<file path="src/sv/imab_pkg.sv">
// ----------------------------------------------------------------------------
// imab_pkg
// Shared types, constants and the IMA step arithmetic for the block decoder.
// ----------------------------------------------------------------------------
`default_nettype none

package imab_pkg;

  localparam int unsigned STEP_TABLE_SIZE = 89;
  localparam logic [6:0]  MAX_STEP_POS    = 7'(STEP_TABLE_SIZE - 1);
  localparam logic [15:0] OFFSET_ZERO     = 16'h8000;
  localparam logic [15:0] SAMPLE_MAX      = 16'hFFFF;
  localparam logic [15:0] BLOCK_BYTES_RST = 16'd256;
  localparam logic [23:0] MIN_BLOCK_BYTES = 24'd4;

  // Register indexes on the configuration port.
  localparam logic CFG_BLOCK_BYTES  = 1'b0;
  localparam logic CFG_STREAM_BYTES = 1'b1;

  // Role of one accepted byte inside its block.
  typedef enum logic [2:0] {
    KIND_NONE,
    KIND_HDR_LO,
    KIND_HDR_HI,
    KIND_HDR_STEP,
    KIND_DATA
  } kind_t;

  // Byte handed from the framer to the decoder.
  typedef struct packed {
    kind_t      kind;
    logic [7:0] code_byte;
  } item_t;

  // Result of one nibble step.
  typedef struct packed {
    logic [15:0] predictor;
    logic [6:0]  step_pos;
  } step_res_t;

  // IMA step size table.
  function automatic logic [14:0] step_size(input logic [6:0] pos);
    logic [14:0] s;
    case (pos)
      7'd0: s = 15'd7;         7'd1: s = 15'd8;         7'd2: s = 15'd9;
      7'd3: s = 15'd10;        7'd4: s = 15'd11;        7'd5: s = 15'd12;
      7'd6: s = 15'd13;        7'd7: s = 15'd14;        7'd8: s = 15'd16;
      7'd9: s = 15'd17;        7'd10: s = 15'd19;       7'd11: s = 15'd21;
      7'd12: s = 15'd23;       7'd13: s = 15'd25;       7'd14: s = 15'd28;
      7'd15: s = 15'd31;       7'd16: s = 15'd34;       7'd17: s = 15'd37;
      7'd18: s = 15'd41;       7'd19: s = 15'd45;       7'd20: s = 15'd50;
      7'd21: s = 15'd55;       7'd22: s = 15'd60;       7'd23: s = 15'd66;
      7'd24: s = 15'd73;       7'd25: s = 15'd80;       7'd26: s = 15'd88;
      7'd27: s = 15'd97;       7'd28: s = 15'd107;      7'd29: s = 15'd118;
      7'd30: s = 15'd130;      7'd31: s = 15'd143;      7'd32: s = 15'd157;
      7'd33: s = 15'd173;      7'd34: s = 15'd190;      7'd35: s = 15'd209;
      7'd36: s = 15'd230;      7'd37: s = 15'd253;      7'd38: s = 15'd279;
      7'd39: s = 15'd307;      7'd40: s = 15'd337;      7'd41: s = 15'd371;
      7'd42: s = 15'd408;      7'd43: s = 15'd449;      7'd44: s = 15'd494;
      7'd45: s = 15'd544;      7'd46: s = 15'd598;      7'd47: s = 15'd658;
      7'd48: s = 15'd724;      7'd49: s = 15'd796;      7'd50: s = 15'd876;
      7'd51: s = 15'd963;      7'd52: s = 15'd1060;     7'd53: s = 15'd1166;
      7'd54: s = 15'd1282;     7'd55: s = 15'd1411;     7'd56: s = 15'd1552;
      7'd57: s = 15'd1707;     7'd58: s = 15'd1878;     7'd59: s = 15'd2066;
      7'd60: s = 15'd2272;     7'd61: s = 15'd2499;     7'd62: s = 15'd2749;
      7'd63: s = 15'd3024;     7'd64: s = 15'd3327;     7'd65: s = 15'd3660;
      7'd66: s = 15'd4026;     7'd67: s = 15'd4428;     7'd68: s = 15'd4871;
      7'd69: s = 15'd5358;     7'd70: s = 15'd5894;     7'd71: s = 15'd6484;
      7'd72: s = 15'd7132;     7'd73: s = 15'd7845;     7'd74: s = 15'd8630;
      7'd75: s = 15'd9493;     7'd76: s = 15'd10442;    7'd77: s = 15'd11487;
      7'd78: s = 15'd12635;    7'd79: s = 15'd13899;    7'd80: s = 15'd15289;
      7'd81: s = 15'd16818;    7'd82: s = 15'd18500;    7'd83: s = 15'd20350;
      7'd84: s = 15'd22385;    7'd85: s = 15'd24623;    7'd86: s = 15'd27086;
      7'd87: s = 15'd29794;
      default: s = 15'd32767;
    endcase
    return s;
  endfunction

  // One IMA nibble: predictor update with clamping, then step position update.
  function automatic step_res_t nibble_step(input logic [15:0] pred,
                                            input logic [6:0]  pos,
                                            input logic [3:0]  code);
    logic [14:0]        step;
    logic [16:0]        diff;
    logic signed [17:0] nxt;
    logic signed [8:0]  npos;
    step_res_t          r;
    step = step_size(pos);
    diff = 17'(step >> 3);
    if (code[2]) diff = diff + 17'(step);
    if (code[1]) diff = diff + 17'(step >> 1);
    if (code[0]) diff = diff + 17'(step >> 2);
    if (code[3]) nxt = $signed({2'b00, pred}) - $signed({1'b0, diff});
    else         nxt = $signed({2'b00, pred}) + $signed({1'b0, diff});
    if (nxt < 0)                                r.predictor = '0;
    else if (nxt > $signed({2'b00, SAMPLE_MAX})) r.predictor = SAMPLE_MAX;
    else                                        r.predictor = nxt[15:0];
    // Small codes step down by one, large codes step up by 2, 4, 6 or 8.
    if (code[2]) npos = $signed({2'b00, pos}) + $signed({6'd0, code[1:0], 1'b0} + 9'sd2);
    else         npos = $signed({2'b00, pos}) - 9'sd1;
    if (npos < 0)                                  r.step_pos = '0;
    else if (npos > $signed({2'b00, MAX_STEP_POS})) r.step_pos = MAX_STEP_POS;
    else                                           r.step_pos = npos[6:0];
    return r;
  endfunction

endpackage

`default_nettype wire

</file>
<file path="src/sv/imab_framer.sv">
// ----------------------------------------------------------------------------
// imab_framer
// Tracks stream and block boundaries, classifies each accepted byte and
// holds it in the item register for the decoder.
// ----------------------------------------------------------------------------
`default_nettype none

module imab_framer
  import imab_pkg::*;
(
  input  wire logic        clk,
  input  wire logic        rst,
  input  wire logic        s_tvalid,
  output logic             s_tready,
  input  wire logic [7:0]  s_tdata,     // [7:0] code_byte
  input  wire logic        s_tuser,     // [0] new_stream
  input  wire logic        cfg_we,
  input  wire logic        cfg_index,
  input  wire logic [23:0] cfg_data,
  output logic             item_valid,
  output item_t            item,
  input  wire logic        item_take
);

  logic [15:0] block_bytes;
  logic [23:0] stream_bytes;
  logic [23:0] bytes_left;
  logic [15:0] byte_in_block;
  logic [15:0] cur_len;
  logic        block_skipped;

  logic [23:0] bl;
  logic [15:0] bib;
  logic [15:0] cbl;
  logic        skip;
  logic [23:0] len;
  logic        opens;
  logic        too_short;
  logic        dropped;
  logic [15:0] pos;
  kind_t       kind;
  logic        in_accept;

  assign s_tready  = !item_valid || item_take;
  assign in_accept = s_tvalid && s_tready;

  // Counters as seen by this byte, after an optional stream reload.
  always_comb begin
    bl   = bytes_left;
    bib  = byte_in_block;
    cbl  = cur_len;
    skip = block_skipped;
    if (s_tuser) begin
      bl   = stream_bytes;
      bib  = '0;
      cbl  = '0;
      skip = 1'b0;
    end
    len       = ({8'd0, block_bytes} > bl) ? bl : {8'd0, block_bytes};
    opens     = bib >= cbl;
    too_short = len < MIN_BLOCK_BYTES;
    dropped   = skip || (opens && too_short);
    pos       = opens ? '0 : bib;
    if (dropped)           kind = KIND_NONE;
    else if (pos == 16'd0) kind = KIND_HDR_LO;
    else if (pos == 16'd1) kind = KIND_HDR_HI;
    else if (pos == 16'd2) kind = KIND_HDR_STEP;
    else                   kind = KIND_DATA;
  end

  // Configuration registers.
  always_ff @(posedge clk) begin
    if (rst) begin
      block_bytes  <= BLOCK_BYTES_RST;
      stream_bytes <= '0;
    end else if (cfg_we) begin
      unique case (cfg_index)
        CFG_BLOCK_BYTES:  block_bytes  <= cfg_data[15:0];
        CFG_STREAM_BYTES: stream_bytes <= cfg_data;
        default: ;
      endcase
    end
  end

  // Block bookkeeping, updated once per accepted byte.
  always_ff @(posedge clk) begin
    if (rst) begin
      bytes_left    <= '0;
      byte_in_block <= '0;
      cur_len       <= '0;
      block_skipped <= 1'b0;
    end else if (in_accept) begin
      block_skipped <= dropped;
      if (dropped) begin
        bytes_left    <= bl;
        byte_in_block <= bib;
        cur_len       <= cbl;
      end else begin
        bytes_left    <= opens ? bl - len : bl;
        cur_len       <= opens ? len[15:0] : cbl;
        byte_in_block <= pos + 16'd1;
      end
    end
  end

  // Item register; bytes that give nothing are not passed on.
  always_ff @(posedge clk) begin
    if (rst) begin
      item_valid <= 1'b0;
    end else if (in_accept) begin
      item_valid <= kind != KIND_NONE;
    end else if (item_take) begin
      item_valid <= 1'b0;
    end
  end

  always_ff @(posedge clk) begin
    if (in_accept) begin
      item.kind      <= kind;
      item.code_byte <= s_tdata;
    end
  end

endmodule

`default_nettype wire

</file>
<file path="src/sv/imab_decoder.sv">
// ----------------------------------------------------------------------------
// imab_decoder
// Applies header bytes to the predictor state and runs one IMA nibble step
// per cycle into the result register while that register has room.
// ----------------------------------------------------------------------------
`default_nettype none

module imab_decoder
  import imab_pkg::*;
(
  input  wire logic        clk,
  input  wire logic        rst,
  input  wire logic        item_valid,
  input  wire item_t       item,
  output logic             item_take,
  output logic             m_tvalid,
  input  wire logic        m_tready,
  output logic [15:0]      m_tdata,     // [15:0] sample
  output logic             m_tuser,     // [0] is_header_sample
  output logic             m_tlast      // [0] last
);

  logic [15:0] predictor;
  logic [6:0]  step_pos;
  logic [7:0]  low_hdr;
  logic        phase;

  logic        out_free;
  logic        emit;
  logic [3:0]  code;
  step_res_t   res;
  logic [6:0]  hdr_pos;

  assign out_free = !m_tvalid || m_tready;
  assign code     = phase ? item.code_byte[7:4] : item.code_byte[3:0];
  assign res      = nibble_step(predictor, step_pos, code);
  assign hdr_pos  = (item.code_byte > 8'(MAX_STEP_POS)) ? MAX_STEP_POS : item.code_byte[6:0];

  // Header bytes that give no result move on at once; the rest wait for room.
  always_comb begin
    item_take = 1'b0;
    emit      = 1'b0;
    if (item_valid) begin
      unique case (item.kind) inside
        KIND_HDR_LO, KIND_HDR_HI: item_take = 1'b1;
        KIND_HDR_STEP: begin
          item_take = out_free;
          emit      = out_free;
        end
        KIND_DATA: begin
          item_take = out_free && phase;
          emit      = out_free;
        end
        default: item_take = 1'b1;
      endcase
    end
  end

  // Decoder state: predictor, step position, header low byte, nibble phase.
  always_ff @(posedge clk) begin
    if (rst) begin
      predictor <= '0;
      step_pos  <= '0;
      low_hdr   <= '0;
      phase     <= 1'b0;
    end else if (item_valid) begin
      unique case (item.kind)
        KIND_HDR_LO: low_hdr <= item.code_byte;
        KIND_HDR_HI: predictor <= {item.code_byte, low_hdr} ^ OFFSET_ZERO;
        KIND_HDR_STEP: begin
          if (out_free) step_pos <= hdr_pos;
        end
        KIND_DATA: begin
          if (out_free) begin
            predictor <= res.predictor;
            step_pos  <= res.step_pos;
            phase     <= !phase;
          end
        end
        default: ;
      endcase
    end
  end

  // Result register.
  always_ff @(posedge clk) begin
    if (rst) begin
      m_tvalid <= 1'b0;
    end else if (emit) begin
      m_tvalid <= 1'b1;
    end else if (m_tready) begin
      m_tvalid <= 1'b0;
    end
  end

  always_ff @(posedge clk) begin
    if (emit) begin
      if (item.kind == KIND_HDR_STEP) begin
        m_tdata <= predictor;
        m_tuser <= 1'b1;
        m_tlast <= 1'b1;
      end else begin
        m_tdata <= res.predictor;
        m_tuser <= 1'b0;
        m_tlast <= phase;
      end
    end
  end

endmodule

`default_nettype wire

</file>
<file path="src/sv/ima_adpcm_block_decoder.sv">
// ----------------------------------------------------------------------------
// ima_adpcm_block_decoder
// Block-structured mono IMA ADPCM decoder, 4-bit codes, 16-bit offset-binary
// samples.
// ----------------------------------------------------------------------------
//  Channel  Signals                          Contents
//  s_*      s_tvalid s_tready s_tdata s_tuser code_byte, new_stream
//  m_*      m_tvalid m_tready m_tdata m_tuser sample, is_header_sample,
//           m_tlast                          last
//  cfg_*    cfg_we cfg_index cfg_data         0 block_bytes, 1 stream_bytes
//
//  An accepted byte is held in the framer's item register; its result is then
//  registered in the output register.
//  A data byte gives one sample per nibble through the single nibble step
//  unit and holds the item register until its second nibble is taken. Bytes
//  of a skipped block are dropped at the input and never reach the decoder.
//  rst is synchronous and active high; it clears all counters and the state.
//  A stalled output holds its result; the item register still takes bytes
//  until it holds one that needs room in the output register.
// ----------------------------------------------------------------------------
`default_nettype none

module ima_adpcm_block_decoder
  import imab_pkg::*;
(
  input  wire logic        clk,
  input  wire logic        rst,
  input  wire logic        s_tvalid,
  output logic             s_tready,
  input  wire logic [7:0]  s_tdata,     // [7:0] code_byte
  input  wire logic        s_tuser,     // [0] new_stream
  output logic             m_tvalid,
  input  wire logic        m_tready,
  output logic [15:0]      m_tdata,     // [15:0] sample
  output logic             m_tuser,     // [0] is_header_sample
  output logic             m_tlast,     // last
  input  wire logic        cfg_we,
  input  wire logic        cfg_index,
  input  wire logic [23:0] cfg_data
);

  logic  item_valid;
  item_t item;
  logic  item_take;

  imab_framer u_framer (
    .clk        (clk),
    .rst        (rst),
    .s_tvalid   (s_tvalid),
    .s_tready   (s_tready),
    .s_tdata    (s_tdata),
    .s_tuser    (s_tuser),
    .cfg_we     (cfg_we),
    .cfg_index  (cfg_index),
    .cfg_data   (cfg_data),
    .item_valid (item_valid),
    .item       (item),
    .item_take  (item_take)
  );

  imab_decoder u_decoder (
    .clk        (clk),
    .rst        (rst),
    .item_valid (item_valid),
    .item       (item),
    .item_take  (item_take),
    .m_tvalid   (m_tvalid),
    .m_tready   (m_tready),
    .m_tdata    (m_tdata),
    .m_tuser    (m_tuser),
    .m_tlast    (m_tlast)
  );

endmodule

`default_nettype wire

</file>
<file path="config.mk">
export PLATFORM = sky130hd
export DESIGN_NAME = ima_adpcm_block_decoder
export DESIGN_NICKNAME = d
export VERILOG_FILES = /design/src/sv/imab_pkg.sv /design/src/sv/imab_framer.sv /design/src/sv/imab_decoder.sv /design/src/sv/ima_adpcm_block_decoder.sv
export SDC_FILE = /design/constraint.sdc
export NUM_CORES = 1
export LEC_CHECK = 0
export ABC_AREA = 1
export BUFFER_PORTS_ARGS = -buffer_cell sky130_fd_sc_hd__buf_2
export CAP_MARGIN = 20
export CORE_MARGIN = 4
export CORE_UTILIZATION = 42
export CTS_CLUSTER_DIAMETER = 50
export DETAILED_ROUTE_END_ITERATION = 12
export GPL_TIMING_DRIVEN = 0
export SYNTH_ARGS = -nofsm -noshare
export SYNTH_HDL_FRONTEND = slang
export SYNTH_SLANG_ARGS = --single-unit
</file>
<file path="constraint.sdc">
create_clock -name clk -period 9.6 [get_ports clk]
set_input_delay 2.88 -clock clk [delete_from_list [all_inputs] [get_ports clk]]
set_output_delay 2.88 -clock clk [all_outputs]
set_load 0.05 [all_outputs]
</file>
==> results of run 1 <==
worst max-delay path by stage:
stage / start / to / slack [ns] / cells after the start
after CTS: s_tuser / u_framer.bytes_left[23]$_SDFFE_PP0P_ / 0.50 / 32
after global routing: s_tuser / u_framer.bytes_left[23]$_SDFFE_PP0P_ / 0.20 / 32
final: s_tuser / u_framer.bytes_left[23]$_SDFFE_PP0P_ / 0.65 / 32
after global placement: s_tuser / u_framer.bytes_left[23]$_SDFFE_PP0P_ / -0.02 / 32
after floorplan: s_tuser / u_framer.bytes_left[23]$_SDFFE_PP0P_ / 2.24 / 31
after detailed placement: s_tuser / u_framer.bytes_left[23]$_SDFFE_PP0P_ / 0.02 / 32
synth_stat cells (all sizes together) (5+ instances only):
cell type	n
a21boi	6
a21oi	195
a31oi	16
buf	49
clkbuf	60
dfxtp	146
edfxtp	29
fa	6
ha	127
inv	355
nand2	767
nand3	227
nand3b	9
nand4	74
nor2	276
nor3	32
nor4	10
o211ai	14
o21a	7
o21ai	189
o21bai	5
or2	30
xnor2	18
xor2	60
layer usage:
layer | track usage [%] | wire length, µm | vias to the layer above
met2 | 48.8 | 28700 | 466
li1 | - | - | 9066
met4 | 8.75 | 1740 | 0
met1 | 32.0 | 24400 | 8316
met3 | 3.84 | 2530 | 114
met5 | 0 | 0 | -
logic make-up after synthesis:
| logic type | after synthesis | synth area share (%) |
|---|---|---|
| compound gates | 451 | 14.8 |
| buf+inv | 464 | 11.2 |
| fa+ha+maj | 133 | 10.3 |
| xor+xnor | 78 | 4.12 |
| flops | 175 | 22.9 |
| simple gates | 1429 | 36.7 |
power by group:
part	switching (mW)	internal [mW]	leakage [nW]	total (mW)
clock	0.362	0.424	0.311	0.786
combinational	1.73	0.870	7.24	2.60
sequential	0.0921	0.890	1.47	0.982
per-stage QoR:
step / hold slack [ns] / setup WS (ns)
3_3_place_gp: 0.450 / -0.0221
4_1_cts: 0.465 / 0.497
6_report: 0.465 / 0.655
5_1_grt: 0.484 / 0.196
3_5_place_dp: 0.454 / 0.0242
2_1_floorplan: 0.442 / 2.24
cell type report:
type,instances,area [µm²]
well taps,518,648
fillers,4155,20700
clock inverters,15,224
inverters,355,1330
plain buffers,109,523
clock buffers,17,425
repair buffers,59,305
multi-input cells,2091,10900
flip-flops and latches,175,3790
flip-flops by register name, summed over array words and instances, names as in the netlist, named ones only:
| register | cells |
|---|---|
| u_framer.stream_bytes | 24 |
| u_decoder.m_tdata | 16 |
| u_framer.cur_len | 16 |
| u_framer.byte_in_block | 16 |
| u_decoder.low_hdr | 8 |
| u_framer.block_bytes | 16 |
| u_framer.item_valid | 1 |
| u_decoder.step_pos | 7 |
| u_framer.item | 11 |
| u_decoder.m_tuser | 1 |
| u_decoder.phase | 1 |
| u_decoder.predictor | 16 |
| u_framer.bytes_left | 24 |
| u_framer.block_skipped | 1 |
| u_decoder.m_tvalid | 1 |
| u_decoder.m_tlast | 1 |
repair_timing:
action                     in CTS  in global routing
resized for setup               0                  1
setup endpoints to repair       0                  1
hold buffers                    0                  0
worst reg2reg max path: cells and delay by family (launching register included):
family,cells,cell delay [ns]
AO/OA/AOI/OAI,10,2.28
AND/OR/NAND/NOR,22,2.16
adder cells (fa/ha/maj),5,1.79
buffers and inverters,6,0.53
flip-flops,1,0.50
XOR/XNOR,1,0.19
==> results.py, run 1 <==
metrics = {
    "timing": {
        "max-slew-margin-rel_pct": 35.1,
        "fin_crit_sh_pct": 93.2,
        "max_freq_ghz": 0.112,
        "fin_crit_ns": 8.95,
        "fin_setup_tns_ns": 0,
        "setup_viol": 0,
        "tightest_slew_ns": 0.967,
        "final_hold_viol_count": 0,
        "fin_skew_ns": 0.0191,
        "rsz0062_at_grt": "false",
        "maxSlewViolCount": 0,
    },
    "setup_path": {
        "reg2reg_setup_slack_ns": 1.96,
        "worst_path_most_repeated_cell": "o21ai_0",
        "rr_worst_depth": 44,
        "cpMaxStageDelayCell": "clkbuf_1",
        "worstPathRequired_ns": 9.96,
        "critPathTopFamily": "compound AO/OA/AOI/OAI gates",
        "critPathArrivalTime_ns": 9.31,
        "critPathLaunchType": "input port",
        "cp-end-kind": "flip-flop",
        "slowest_delay_ns": 0.57,
        "reg2reg_to": "u_decoder.m_tdata[0]$_DFFE_PP_",
        "cp_max_fo": 10,
        "cp.buffers_inverters": 9,
        "critPathKind": "input port to flip-flop",
    },
    "power": {
        "power_density_nw_per_um2": 240,
        "totalPowerFinal_mw": 4.37,
        "p_leak_nw": 9.02,
        "peakVddDrop_mv": 0.157,
    },
    "floorplanning": {
        "rows": 72,
        "ioPinCount": 59,
        "die-height_um": 207,
        "die_w_um": 207,
        "coreArea_um2": 38800,
        "start_util_pct": 42.7,
        "dieArea_um2": 42700,
    },
    "routing": {
        "wirelength_um": 57400,
        "avgViaCountPerCell": 5.38,
        "wl_per_cell_um": 17.2,
        "firstDrtPassIters": 6,
        "antenna_left": 0,
        "vias": 17962,
        "drt-initial-drc-count": 1346,
        "drt_drc_violations_left": 0,
    },
    "clock_tree": {
        "h-tree-depth": 4,
        "cts_root_buffer": "clkbuf_16",
        "cts_sinks": 175,
        "clockBufferDepth": 2,
        "cts_setup_buffers": 0,
        "clock_latency_ns": 0.47,
        "path_clk_slew_ns": 0.07,
        "cts_tree": "done",
        "numCtsBuffers": 17,
    },
    "yosys": {
        "synth_top_area_cell": "dfxtp_1",
        "syn-cell-area_um2": 16600,
        "syn_inst": 2730,
        "ys_async_sr_fraction_pct": 0,
        "syn_nets": 2902,
        "synth_area_leaders": "dfxtp_1 (18%), nand2_1 (17%), ha_1 (9.6%)",
        "yosys_warnings": 0,
        "ys_ff_latch": 175,
        "synth_edf_count": 29,
        "yosys.area.top_type_share_pct": 17.6,
        "synth_cell_type_count": 50,
        "synth-main-ff-cell": "dfxtp_1",
        "synth.avg_cell_area_um2": 6.07,
        "seq_area_frac_synth_pct": 22.9,
    },
    "global_route": {
        "antenna_found_initial": 0,
        "grt_max_degree": 23,
        "grt_pass1_vias": 17200,
        "grt-ovfl-total": 0,
        "grt_pass1_wl_um": 91000,
        "grtUsageTotal_pct": 26.7,
    },
    "hold_path": {
        "hp-start": "u_framer.bytes_left[8]$_SDFFE_PP0P_",
        "whs_path_depth": 2,
        "hold_class": "flip-flop to flip-flop",
        "hold_end": "u_framer.bytes_left[8]$_SDFFE_PP0P_",
    },
    "job": {
        "drv_cap": 0,
    },
    "layout": {
        "final_cells": 3339,
        "final_cell_mix": "nand2_1 (757), inv_1 (334), nor2_1 (274)",
        "fin_area_um2": 18200,
        "final_layout_size_suffix_gt1_share_pct": 6.98,
        "synthToLayoutAreaGrowth_pct": 9.67,
        "final_util_pct": 46.8,
        "num-nets-final": 2980,
        "final_common_cell": "nand2_1",
        "diodes": 0,
    },
    "place": {
        "dp_cells": 3307,
        "hpwl_um": 45900,
        "port_buffers": 58,
        "placedInstanceArea_um2": 17500,
        "gp_congestion": 1.00,
    },
    "outcome": {
        "status": "complete, no violations",
    },
}
No activity file was read; power rests on OpenSTA's default activity.
==> inputs of run 2 (changes only) <==
--- a/config.mk
+++ b/config.mk
@@ -15,4 +15,5 @@
 export GPL_TIMING_DRIVEN = 0
 export SYNTH_ARGS = -nofsm -noshare
 export SYNTH_HDL_FRONTEND = slang
+export SYNTH_HIERARCHICAL = 1
 export SYNTH_SLANG_ARGS = --single-unit
==> run 2 against run 1 <==
Compared with the run above: synthesized area decreased by 0.71%; routed wire length fell by 4.5%; maximum frequency rose by 5.5%; synthesized cell count fell by 3.3%; hold slack lost 0.0031 ns; via count down 3.3%; final area down 0.99%; non-clock buffer count decreased by 12; sequential cell count unchanged; core utilization is 0.25 points lower; power up 2.6%; critical path type unchanged; clock power fell by 11%.
==> results.py, run 2 <==
metrics = {
    "clock_tree": {
        "path_clk_slew_ns": 0.07,
        "cts_setup_buffers": 0,
        "ctsResizeCount": 0,
        "hold_buffers": 0,
        "cts_sinks": 175,
        "numCtsBuffers": 17,
        "clockBufferDepth": 2,
        "clock_latency_ns": 0.45,
        "cts_tree": "done",
        "h-tree-depth": 4,
        "cts_root_buffer": "clkbuf_16",
    },
    "power": {
        "power.share.clock_pct": 15.6,
        "switching_power_mw": 2.25,
        "combPwrFrac_pct": 62.3,
        "p_seq_share_pct": 22.0,
        "power_density_nw_per_um2": 249,
        "p_leak_nw": 8.55,
        "swShare_pct": 50.2,
        "totalPowerFinal_mw": 4.48,
        "peakVddDrop_mv": 0.164,
        "p_int_mw": 2.23,
    },
    "timing": {
        "tightest_slew_ns": 1.00,
        "fin_skew_ns": 0.0159,
        "final_hold_viol_count": 0,
        "worst_slack_ns": 1.12,
        "holdWs_ns": 0.462,
        "fin_setup_tns_ns": 0,
        "maxSlewViolCount": 0,
        "setup_viol": 0,
        "max_freq_ghz": 0.118,
        "max-slew-margin-rel_pct": 32.4,
        "rsz0062_at_grt": "false",
        "fin_crit_ns": 8.48,
        "fin_crit_sh_pct": 88.3,
    },
    "outcome": {
        "status": "complete, no violations",
    },
    "global_route": {
        "antenna_found_initial": 0,
        "grtUsageMet1_pct": 31.3,
        "grt_busiest_layer": "met2",
        "grtUsageMet3_pct": 3.25,
        "grtUsageTotal_pct": 25.5,
        "grt_util_met2_pct": 44.4,
        "grt_pass1_wl_um": 86200,
        "grt_pass1_vias": 16418,
        "grt_max_degree": 21,
        "grt-ovfl-total": 0,
    },
    "yosys": {
        "yosys.area.top_type_share_pct": 17.8,
        "syn_nets": 2810,
        "yosys_warnings": 6,
        "yosysMostFrequentCell": "nand2_1",
        "synth_top_area_cell": "dfxtp_1",
        "synth_area_leaders": "dfxtp_1 (18%), nand2_1 (17%), ha_1 (9.5%)",
        "synth.avg_cell_area_um2": 6.23,
        "synth_edf_count": 29,
        "seq_area_frac_synth_pct": 23.1,
        "syn_inst": 2640,
        "ys_ff_latch": 175,
        "syn-cell-area_um2": 16500,
        "synth_common_cells": "nand2_1 (749), inv_1 (302), nor2_1 (257), nand3_1 (193), a21oi_1 (190)",
        "synth_cell_type_count": 58,
        "ys_async_sr_fraction_pct": 0,
        "synth-main-ff-cell": "dfxtp_1",
    },
    "layout": {
        "num-nets-final": 2887,
        "final_cells": 3248,
        "final_common_cell": "nand2_1",
        "synthToLayoutAreaGrowth_pct": 9.36,
        "final_util_pct": 46.6,
        "fin_area_um2": 18000,
        "final_layout_size_suffix_gt1_share_pct": 9.67,
        "final_cell_mix": "nand2_1 (749), inv_1 (302), nor2_1 (257)",
        "diodes": 0,
        "reg_top3": "u_framer/bytes_left x24, u_framer/stream_bytes x24",
    },
    "routing": {
        "drt_drc_violations_left": 0,
        "avgViaCountPerCell": 5.35,
        "firstDrtPassIters": 6,
        "wl_per_cell_um": 16.9,
        "antenna_left": 0,
        "wirelength_um": 54800,
        "vias": 17364,
        "drt-initial-drc-count": 1525,
    },
    "setup_path": {
        "reg2reg_setup_slack_ns": 2.23,
        "critPathTopFamily": "buffers and inverters",
        "crit_path_start": "s_tuser",
        "cp.buffers_inverters": 8,
        "rr_worst_depth": 40,
        "cpMaxStageDelayCell": "clkbuf_1",
        "cp-end-kind": "flip-flop",
        "reg2reg_to": "u_decoder/m_tdata[1]$_DFFE_PP_",
        "critPathKind": "input port to flip-flop",
        "path_depth": 35,
        "critPathLaunchType": "input port",
        "slowest_delay_ns": 0.53,
        "worstPathRequired_ns": 9.97,
        "worst_path_most_repeated_cell": "nand2_1",
        "endpoint": "u_framer/bytes_left[23]$_SDFFE_PP0P_",
        "critPathArrivalTime_ns": 8.84,
        "cp_max_fo": 10,
    },
    "place": {
        "hpwl_um": 43200,
        "gp_congestion": 0.985,
        "placedInstanceArea_um2": 17400,
        "dp_cells": 3216,
        "dp_slack_ns": 0.695,
        "port_buffers": 57,
    },
    "floorplanning": {
        "coreArea_um2": 38600,
        "die-height_um": 206,
        "dieArea_um2": 42400,
        "die_w_um": 206,
        "start_util_pct": 42.6,
        "ioPinCount": 59,
        "rows": 72,
    },
    "hold_path": {
        "hold_class": "flip-flop to flip-flop",
    },
    "job": {
        "drv_cap": 0,
    },
}
==> run 2: cell types whose count changed after synthesis, moves of 22 or more <==
| cell | change |
|---|---|
| inv_1 | -32 |
| nand3_1 | -30 |
| nand4_1 | -34 |
| o211ai_1 | +23 |
| xor2_1 | -22 |
==> run 2: final cells by class <==
| class | instances | area (µm²) |
|---|---|---|
| Buffer | 98 | 558 |
| Clock buffer | 22 | 475 |
| Inverter | 321 | 1210 |
| Tap cell | 518 | 648 |
| Timing Repair Buffer | 58 | 313 |
| Fill cell | 4059 | 20700 |
| Sequential cell | 175 | 3790 |
| Clock inverter | 10 | 104 |
| Multi-Input combinational cell | 2046 | 10900 |
==> run 2: routing by layer <==
layer / share of wire (%) / vias to the layer above
met5: 0 / -
met4: 4.3 / 0
met3: 5.1 / 129
met2: 48 / 542
met1: 42 / 7901
li1: - / 8792
==> run 2: cells by family (layout without fill, tap and decap cells) <==
kind of cell	count (synthesis)	after routing	synth area share, %
simple gates	1368	1368	35.9
compound gates	488	488	16.9
flops	175	175	23.1
buf+inv	419	509	10.7
xor+xnor	59	59	3.14
fa+ha+maj	131	131	10.2
==> run 2: tightest hold or removal path: stages, from the launching register on <==
cell and delay [ns]:
dfxtp_1 0.31, nand2_1 0.06, a21oi_1 0.05
==> run 2: power by group through the flow <==
stage                     clock, mW  combinational, mW  sequential [mW]
after floorplan                   0               2.07            0.996
after global placement            0               2.73            0.999
after detailed placement          0               2.75             1.00
after CTS                     0.728               2.76            0.987
after global routing          0.754               3.13             1.00
final                         0.701               2.79            0.987
==> run 2: worst min path at each step <==
stage	end	slack (ns)	cells past startpoint	start
global placement	u_framer/cur_len[14]$_SDFFE_PP0P_	0.45	2	u_framer/cur_len[14]$_SDFFE_PP0P_
detailed placement	u_framer/bytes_left[9]$_SDFFE_PP0P_	0.45	2	u_framer/bytes_left[9]$_SDFFE_PP0P_
CTS	u_framer/bytes_left[9]$_SDFFE_PP0P_	0.47	2	u_framer/bytes_left[9]$_SDFFE_PP0P_
finish	u_framer/bytes_left[9]$_SDFFE_PP0P_	0.46	2	u_framer/bytes_left[9]$_SDFFE_PP0P_
global route	u_framer/cur_len[7]$_SDFFE_PP0P_	0.48	2	u_framer/cur_len[7]$_SDFFE_PP0P_
floorplan	u_framer/bytes_left[0]$_SDFFE_PP0P_	0.44	2	u_framer/bytes_left[0]$_SDFFE_PP0P_
